<file path="config.mk">
export PLATFORM = sky130hd
export DESIGN_NAME = stepper_full_step_sequencer
export DESIGN_NICKNAME = d
export VERILOG_FILES = /design/src/rtl/stfs_pkg.sv /design/src/rtl/stfs_core.sv /design/src/rtl/stepper_full_step_sequencer.sv
export SDC_FILE = /design/constraint.sdc
export NUM_CORES = 1
export LEC_CHECK = 0
export BUFFER_PORTS_ARGS = -buffer_cell sky130_fd_sc_hd__buf_2
export CAP_MARGIN = 20
export CORE_MARGIN = 2
export CORE_UTILIZATION = 30
export DETAILED_ROUTE_END_ITERATION = 8
export MAX_ROUTING_LAYER = met4
export PLACE_DENSITY_LB_ADDON = 0.12
export SLEW_MARGIN = 5
export SYNTH_ARGS = -nofsm -noshare
export SYNTH_HDL_FRONTEND = slang
export SYNTH_SLANG_ARGS = --single-unit
</file>
<file path="constraint.sdc">
create_clock -name clk -period 4.6 [get_ports clk]
set_input_delay 0.46 -clock clk [delete_from_list [all_inputs] [get_ports clk]]
set_output_delay 0.46 -clock clk [all_outputs]
set_load 0.05 [all_outputs]
</file>
<file path="src/rtl/stfs_pkg.sv">
// shared types, constants and the phase-to-coil lookup for the full-step sequencer
`timescale 1ns / 1ps

package stfs_pkg;

  localparam int STEP_W = 32;
  localparam int COIL_W = 4;
  localparam int PHASE_W = 2;
  localparam logic [STEP_W-1:0] STEPS_FOREVER = '1;
  localparam logic [15:0] PHASE_TABLE = 16'h936C;

  typedef enum logic [1:0] {
    MODE_TICK    = 2'd0,
    MODE_LOAD    = 2'd1,
    MODE_DIR     = 2'd2,
    MODE_REVERSE = 2'd3
  } mode_t;

  typedef struct packed {
    mode_t             mode;
    logic [STEP_W-1:0] step_count;
    logic              dir_value;
  } item_t;

  typedef struct packed {
    logic [COIL_W-1:0] coil_pattern;
    logic [STEP_W-1:0] steps_left;
    logic              cur_direction;
    logic              is_running;
  } result_t;

  function automatic logic [COIL_W-1:0] phase_coil(input logic [PHASE_W-1:0] phase);
    phase_coil = PHASE_TABLE[{phase, 2'b00} +: COIL_W];
  endfunction

endpackage

</file>
<file path="src/rtl/stfs_core.sv">
// sequencer state registers and the per-request step logic
`timescale 1ns / 1ps

module stfs_core #(
  parameter int PERIOD_BITS = 24
) (
  input  logic                   clk,
  input  logic                   rst,
  input  logic                   item_en,
  input  stfs_pkg::item_t        item,
  input  logic                   cfg_en,
  input  logic [PERIOD_BITS-1:0] cfg_data,
  output stfs_pkg::result_t      result
);

  logic [PERIOD_BITS-1:0]           period;
  logic [PERIOD_BITS-1:0]           elapsed;
  logic [PERIOD_BITS-1:0]           elapsed_next;
  logic [stfs_pkg::STEP_W-1:0]      remaining;
  logic [stfs_pkg::STEP_W-1:0]      remaining_next;
  logic                             dir;
  logic                             dir_next;
  logic                             rev_pending;
  logic                             rev_pending_next;
  logic [stfs_pkg::PHASE_W-1:0]     phase;
  logic [stfs_pkg::PHASE_W-1:0]     phase_next;
  logic [stfs_pkg::COIL_W-1:0]      coil;
  logic [stfs_pkg::COIL_W-1:0]      coil_next;
  logic [PERIOD_BITS-1:0]           elapsed_inc;
  logic                             step_due;
  logic                             running_now;

  assign elapsed_inc = elapsed + PERIOD_BITS'(1);
  assign step_due    = elapsed_inc >= period;
  assign running_now = (remaining != '0) && (period != '0);

  always_comb begin
    elapsed_next     = elapsed;
    remaining_next   = remaining;
    dir_next         = dir;
    rev_pending_next = rev_pending;
    phase_next       = phase;
    coil_next        = coil;
    case (item.mode)
      stfs_pkg::MODE_TICK: begin
        if (running_now) begin
          if (step_due) begin
            elapsed_next     = elapsed_inc - period;
            rev_pending_next = 1'b0;
            dir_next         = dir ^ rev_pending;
            phase_next       = dir_next ? phase - 2'd1 : phase + 2'd1;
            coil_next        = stfs_pkg::phase_coil(phase_next);
            if (remaining != stfs_pkg::STEPS_FOREVER) begin
              remaining_next = remaining - 32'd1;
            end
          end else begin
            elapsed_next = elapsed_inc;
          end
        end else begin
          elapsed_next = '0;
        end
      end
      stfs_pkg::MODE_LOAD:    remaining_next   = item.step_count;
      stfs_pkg::MODE_DIR:     dir_next         = item.dir_value;
      stfs_pkg::MODE_REVERSE: rev_pending_next = 1'b1;
      default:                ;
    endcase
  end

  // result shows the state after this request
  always_comb begin
    result.coil_pattern  = (remaining_next == '0) ? '0 : coil_next;
    result.steps_left    = remaining_next;
    result.cur_direction = dir_next;
    result.is_running    = (remaining_next != '0) && (period != '0);
  end

  always_ff @(posedge clk) begin
    if (rst) begin
      period      <= '0;
      elapsed     <= '0;
      remaining   <= '0;
      dir         <= 1'b0;
      rev_pending <= 1'b0;
      phase       <= '0;
      coil        <= '0;
    end else if (cfg_en) begin
      period  <= cfg_data;
      elapsed <= '0;
    end else if (item_en) begin
      elapsed     <= elapsed_next;
      remaining   <= remaining_next;
      dir         <= dir_next;
      rev_pending <= rev_pending_next;
      phase       <= phase_next;
      coil        <= coil_next;
    end
  end

endmodule

</file>
<file path="src/rtl/stepper_full_step_sequencer.sv">
// Full-step four-coil stepper sequencer, top level.
// Requests arrive on the s_axis channel: tuser carries the mode (tick of one
// microsecond, load step count, set direction, request reversal) and tdata the
// step count and direction value. Every request yields exactly one result on
// m_axis: coil drive pattern, steps left, current direction and running flag,
// all as they stand after that request.
// The step period is written on the cfg channel (always ready); the user must only
// write it while no request is in flight, as the block itself does not enforce
// this; a write also clears the elapsed time. A request passes the input register,
// then the step logic into the result register. Throughput is one request per cycle
// while m_axis does not stall, set by the single state update per request.
// When m_axis stalls, the result register holds and the input register takes
// one more request before s_axis_tready drops.
// Synchronous reset clears the period, count, direction, phase and coils and
// empties both registers.
`timescale 1ns / 1ps

module stepper_full_step_sequencer #(
  parameter int PERIOD_BITS = 24
) (
  input  logic                   clk,
  input  logic                   rst,
  input  logic                   s_axis_tvalid,
  output logic                   s_axis_tready,
  input  logic [39:0]            s_axis_tdata,  // step_count[31:0], dir_value[32], zero pad
  input  logic [1:0]             s_axis_tuser,  // mode[1:0]
  output logic                   m_axis_tvalid,
  input  logic                   m_axis_tready,
  // coil_pattern[3:0], steps_left[35:4], cur_direction[36], is_running[37], zero pad
  output logic [39:0]            m_axis_tdata,
  input  logic                   cfg_valid,
  output logic                   cfg_ready,
  input  logic [PERIOD_BITS-1:0] cfg_data
);

  logic              in_vld;
  stfs_pkg::item_t   in_item;
  logic              out_vld;
  stfs_pkg::result_t out_res;
  stfs_pkg::result_t core_res;
  logic              out_load;
  logic              proc;

  assign out_load      = !out_vld || m_axis_tready;
  assign proc          = in_vld && out_load;
  assign s_axis_tready = !in_vld || out_load;
  assign cfg_ready     = 1'b1;

  always_ff @(posedge clk) begin
    if (rst) begin
      in_vld <= 1'b0;
    end else if (s_axis_tready) begin
      in_vld <= s_axis_tvalid;
    end
    if (s_axis_tvalid && s_axis_tready) begin
      in_item.mode       <= stfs_pkg::mode_t'(s_axis_tuser);
      in_item.step_count <= s_axis_tdata[31:0];
      in_item.dir_value  <= s_axis_tdata[32];
    end
  end

  stfs_core #(
    .PERIOD_BITS(PERIOD_BITS)
  ) u_core (
    .clk      (clk),
    .rst      (rst),
    .item_en  (proc),
    .item     (in_item),
    .cfg_en   (cfg_valid && cfg_ready),
    .cfg_data (cfg_data),
    .result   (core_res)
  );

  always_ff @(posedge clk) begin
    if (rst) begin
      out_vld <= 1'b0;
    end else if (out_load) begin
      out_vld <= in_vld;
    end
    if (proc) begin
      out_res <= core_res;
    end
  end

  assign m_axis_tvalid = out_vld;
  assign m_axis_tdata  = {2'b00, out_res.is_running, out_res.cur_direction,
                          out_res.steps_left, out_res.coil_pattern};

endmodule

</file>
==> results of run 1 <==
==> state kept, by name, indices dropped and copies added (netlist names) <==
name,flops
u_core.coil,4
u_core.period,24
u_core.dir,1
in_item,35
u_core.remaining,32
u_core.rev_pending,1
m_axis_tvalid,1
in_vld,1
u_core.phase,2
u_core.elapsed,24
m_axis_tdata,38
==> timing repair <==
item	4_1_cts	5_1_grt
hold buffers	0	0
endpoints found under the setup margin	5	6
pin swaps	22	34
resized for setup	30	26
buffers inserted	7	11
==> power breakdown <==
part / switching, mW / leakage (nW) / internal (mW)
Sequential: 0.0525 / 1.44 / 1.58
Clock: 0.689 / 0.276 / 0.718
Combinational: 0.423 / 3.20 / 0.250
==> cell type report <==
cell class	instances	area share, %
sequential	163	33.49
clock buffer	17	3.562
inverter	56	1.760
clock inverter	15	1.194
multi-input combinational	735	42.04
tap	390	4.085
timing repair buffer	251	13.87
==> layer usage <==
layer / GRT usage [%] / vias to the layer above
met2: 28.30 / 230
met5: - / -
li1: - / 4127
met3: 3.584 / 23
met4: 4.404 / 0
met1: 28.31 / 3971
==> worst max path at each step <==
stage	startpoint	end	slack (ps)	cells past startpoint
finish	u_core.elapsed[2]	m_axis_tdata[37]	-270	19
global placement	u_core.elapsed[4]	m_axis_tdata[0]	-550	16
floorplan	u_core.elapsed[4]	m_axis_tdata[0]	0.4	19
detailed placement	u_core.elapsed[4]	m_axis_tdata[0]	-570	16
global route	u_core.elapsed[2]	m_axis_tdata[0]	-500	18
CTS	u_core.elapsed[2]	m_axis_tdata[0]	-320	18
==> cells in the mapped netlist, drive strengths merged, types with 29 or more instances <==
| cell | n |
|---|---|
| nor2 | 139 |
| ha | 31 |
| nand2 | 85 |
| a211oi | 29 |
| a21oi | 51 |
| o21ai | 34 |
| nor3 | 32 |
| clkbuf | 47 |
| edfxtp | 73 |
| dfxtp | 90 |
| inv | 55 |
| mux2i | 30 |
| xnor2 | 38 |
==> per-stage QoR <==
step | cell area [sq um] | worst slack, ps | TNS (ps)
global route | 11940 | -497.8 | -2493
CTS | 11700 | -323.0 | -1594
finish | 11940 | -271.3 | -1316
detailed placement | 10940 | -572.5 | -2648
floorplan | 9244 | 0.3926 | 0
global placement | 10940 | -551.5 | -2591
==> kinds of logic (layout without fill, tap and decap cells) <==
group,count (synthesis),after routing
flip-flops,163,163
AND/OR/NAND/NOR,379,379
adder cells (fa/ha/maj),32,32
multiplexers,31,31
XOR/XNOR,52,52
AO/OA/AOI/OAI,238,238
other,2,3
buffers and inverters,119,339
==> metrics.cfg, run 1 <==
[floorplan]
coreArea_sq_um=29870
fp.dieArea_sq_um=31970
die_h_um=178.8
die_x_um=178.8
io_pins=114
initial_utilization_pct=30.68
rows=63

[routing]
drc=0
ant_nets=0
first_pass_iters=6
route.met3.wl_um=1502
routedWlPerCell_um=18.18
met1_length_um=14970
top_layer=met4
num_vias=8351
wl_met2_um=12800
wl_um=29580
viasPerCell=5.133
drt_iter0_drc=599

[synthesis]
synthFlopType=dfxtp_1
synth_compound_area_share_pct=18.28
synth-simple-area-share_pct=20.00
synth_top_family_by_area=simple AND/OR/NAND/NOR gates
yosys_warnings=0
async_flop_share_pct=0
synth_top_area_share_pct=23.91
syn-cell-area_sq_um=9166
synthXorXnorAreaFrac_pct=4.969
syn_area_per_cell_sq_um=9.022
yosysTopAreaCell=edfxtp_1
synthAdderAreaFrac_pct=4.450
synth_edf_count=73
synth_cells=1016
synthMuxAreaShare_pct=3.399
synthTopCellsByArea=edfxtp_1 24%, dfxtp_1 20%, nor2_1 5.7%
yosys.cell_types.count=75
synth-seq-area-share_pct=43.57
synth.ff_latch_count=163

[finish]
final_common_cell=buf_4
diodes=0
final-seq-area_sq_um=4000
multiInputGateArea_sq_um=5021
utilization_pct=39.98
final_cells=1627
num-fill-cells=3027
layout_common_cells=140 x buf_4, 136 x nor2_1, 103 x buf_2
layout-drive-gt1-share_pct=28.29
syn_to_final_growth_pct=30.30
final_nets=1327

[sta]
max_freq_mhz=205.3
finalMaxSlewViolations=0
fin_ws_ps=-271.3
rsz0062_at_grt=yes
holdWs_ps=174.9
finalHoldViolations=0
worstMarginPinSlew_ps=1010
final.period_utilization_pct=105.9
skew_ps=13.18
layout_min_cycle_time_ps=4871
setup_viol=5
slew_headroom_pct=32.66

[status]
violations=setup timing
status=complete, but fails checks

[setup_path]
reg2reg_depth=19
cpMaxStageDelayCell=or4_4
cp-end-kind=register
worst-path-buf-inv=3
crit_type=register to register
path_cells=and3_4, nand3_4, nor3_4, and4_4, nand3_4, xnor2_4, ha_4, nand4_1, or4_4, o2111a_2, buf_6, a211oi_4, o211ai_1, nor4b_2, buf_4, nand4_1, nor4_4, buf_6, a21oi_2
max_stage_delay_ps=560
start_kind=register
required_ps=4790
worstReg2RegEnd=m_axis_tdata[37]
critPathTopFamily=simple AND/OR/NAND/NOR gates
arrival_ps=5060
critPathMaxFanout=5
rr_startpoint=u_core.elapsed[2]
r2r_slack_ps=-270

[placement]
portBuffers=103
routabilityCongestion=0.8573
hpwl_um=21440
dp_cells=1576

[clock_network]
cts_buffers=17
cts_buffer_depth=2
cts.sinks=163
clock_latency_ps=450
root_buffer=clkbuf_16
cts_tree=done
clk_pin_slew_ps=80
htree_levels=4

[grt]
grt_max_degree=52
grt_pass1_vias=7901
grt_pass1_wl_um=45670
antenna_found_initial=0
grt_overflow=0
grt_util_all_layers_pct=19.59

[min_path]
hold_class=input pin to register
holdCritStartpoint=s_axis_tdata[30]
hold_depth=1
min_to=in_item[31]

[flow_run]
max_cap_violations=0

[power]
leakagePower_nw=4.909
power_mw=3.717
p_per_area_nw_per_um2=311.2
peakVddDrop_mv=0.2465

Note: power is estimated with default switching activity, not from simulation.
==> inputs of run 2 (changes only) <==
--- a/config.mk
+++ b/config.mk
@@ -15,4 +15,5 @@
 export SLEW_MARGIN = 5
 export SYNTH_ARGS = -nofsm -noshare
 export SYNTH_HDL_FRONTEND = slang
+export SYNTH_HIERARCHICAL = 1
 export SYNTH_SLANG_ARGS = --single-unit
==> metrics.cfg, run 2 <==
[status]
status=completed

[synthesis]
syn-cell-area_sq_um=9293
synth_cells=1053
yosysTopAreaCell=edfxtp_1
async_flop_share_pct=0
synth_common_cells=145 x nor2_1, 103 x nand2_1, 90 x dfxtp_1
synthTopCellsByArea=edfxtp_1 24%, dfxtp_1 19%, nor2_1 5.9%
synth-seq-area-share_pct=42.98
synth_top_area_share_pct=23.59
yosys_warnings=6
synthFlopType=dfxtp_1
synth_edf_count=73
yosys.cell_types.count=79
synth.ff_latch_count=163
syn_area_per_cell_sq_um=8.825
synth.most_common_cell=nor2_1

[min_path]
hold_class=input pin to register

[sta]
rsz0062_at_grt=yes
finalMaxSlewViolations=0
worstMarginPinSlew_ps=946.6
max_freq_mhz=222.1
slew_headroom_pct=36.61
holdWs_ps=182.6
final.period_utilization_pct=97.86
layout_min_cycle_time_ps=4502
finalHoldViolations=0
skew_ps=13.53
setup_viol=0

[grt]
grt_max_degree=41
grt_util_all_layers_pct=19.81
grt_overflow=0
antenna_found_initial=0
grt_pass1_vias=8440
grt_pass1_wl_um=48730

[floorplan]
initial_utilization_pct=30.46
rows=64
die_h_um=180
die_x_um=180
fp.dieArea_sq_um=32400
io_pins=114
coreArea_sq_um=30510

[power]
p_sw_share_pct=30.65
p_clk_share_pct=37.8
peakVddDrop_mv=0.2711
p_int_mw=2.612
pwr-share-seq_pct=43.4
p_per_area_nw_per_um2=312.3
leakagePower_nw=4.944
pwr-share-comb_pct=18.8
switchingPower_mw=1.154

[setup_path]
worst-path-buf-inv=2
critPathTopFamily=simple AND/OR/NAND/NOR gates
critPathMaxFanout=5
start_kind=register
cp-end-kind=register
required_ps=4800
max_stage_delay_ps=550
path_cells=and3_4, and3_4, nand2_4, nor2_4, buf_6, nand3_2, xnor2_2, ha_4, a21oi_2, o21a_1, o2bb2ai_2, a211o_4, o211ai_4, a21oi_4, buf_4, and2_1, or4_4, nor4_2, and4_4, nor2_1
cpMaxStageDelayCell=or4_4
arrival_ps=4700
crit_top_cell=and3_4
crit_type=register to register

[routing]
drc=0
viasPerCell=5.179
wl_um=31030
drt_iter0_drc=627
ant_nets=0
num_vias=8660
first_pass_iters=7
routedWlPerCell_um=18.56

[placement]
portBuffers=103
routabilityCongestion=0.8953
hpwl_um=22500
dp_cells=1621

[finish]
layout-drive-gt1-share_pct=27.98
diodes=0
final_nets=1362
final_common_cell=buf_4
final_cells=1672
layout_common_cells=143 x buf_4, 136 x nor2_1, 103 x buf_2
syn_to_final_growth_pct=29.78
largest_reg_flops=38

[clock_network]
cts_buffer_depth=2
cts.sinks=163
clk_pin_slew_ps=70
root_buffer=clkbuf_16
cts_buffers=17
htree_levels=4
clock_latency_ps=450
cts_tree=done

[flow_run]
max_cap_violations=0

-- run 2: cell types whose count changed in the layout (fill, tap and decap cells not counted), sizes merged, moves of 7 or more --
cell,change
a211oi,-10
a21o,-8
a21oi,+26
inv,-8
nand2,+18
nand3,+8
nand4,-8
nor2,+8
o2111ai,-7
o21a,+9
xnor2,-9
-- run 2: final cells by class --
class / instances / area (sq um)
Fill cell: 3128 / 18450
Multi-Input combinational cell: 777 / 5119
Sequential cell: 163 / 3999
Timing Repair Buffer: 253 / 1682
Tap cell: 396 / 495.5
Clock buffer: 18 / 429.2
Inverter: 51 / 191.4
Clock inverter: 14 / 145.1
-- run 2: path summary, 6_finish.rpt --
check | from | endpoint | slack (ps) | depth (start not counted)
worst min register to register | u_core/coil[2] | u_core/coil[2] | 460 | 2
worst min-delay path | s_axis_tuser[1] | in_item[34] | 180 | 1
worst max register to register | u_core/elapsed[4] | m_axis_tdata[3] | 100 | 20
worst max-delay path | u_core/elapsed[4] | m_axis_tdata[3] | 100 | 20
-- run 2: logic make-up (layout without fill, tap and decap cells) --
family,Yosys count,after routing,synth area share [%]
AOI/OAI and AO/OA,260,260,19.16
xor gates and xnor gates,47,47,4.430
adders and majority gates,28,28,3.851
buffers and inverters,114,336,4.968
DFF,163,163,42.98
muxes,31,31,3.339
other,2,3,0.08082
and+or+nand+nor,408,408,21.19
-- run 2: repair_timing --
item                                    CTS  global route
pin swaps                                 8            27
cloned                                    0             2
hold buffers                              0             0
setup buffers                             4            13
gates resized for setup                  14            53
endpoints found under the setup margin    5             6
hold endpoints to repair                  0             0
-- run 2: per-layer routing --
| layer | part of all wire [%] | global-route usage (%) | vias to the layer above |
|---|---|---|---|
| li1 | - | - | 4264 |
| met4 | 1.3 | 5.138 | 0 |
| met5 | 0 | - | - |
| met3 | 5.1 | 3.951 | 29 |
| met1 | 49 | 27.36 | 4145 |
| met2 | 45 | 29.59 | 222 |
-- run 2: power groups by stage --
| stage | Sequential [mW] | Clock (mW) | Combinational, mW |
|---|---|---|---|
| global placement | 1.67 | 0 | 0.671 |
| detailed placement | 1.66 | 0 | 0.674 |
| floorplan | 1.70 | 0 | 0.371 |
| CTS | 1.63 | 1.46 | 0.685 |
| global route | 1.64 | 1.52 | 0.774 |
| finish | 1.63 | 1.42 | 0.709 |
-- run 2: metrics by stage --
stage	cell area, sq um	worst slack (ps)	TNS, ps	utilization, %	total power [mW]
after detailed placement	11030	-234.0	-1114	36.15	2.338
after CTS	11690	12.67	0	38.30	3.781
after global routing	12060	-116.3	-545.5	39.53	3.932
final	12060	98.45	0	39.53	3.766
after global placement	11030	-102.8	-454.5	36.15	2.337
after floorplan	9296	169.7	0	-	2.075
-- run 2: worst register-to-register path: cells and delay by family, from the launching register on --
kind / cells / cell delay [ps]
compound gates: 6 / 1240
xor+xnor: 1 / 240
fa+ha+maj: 1 / 250
buf+inv: 2 / 290
flops: 1 / 330
simple gates: 10 / 1910
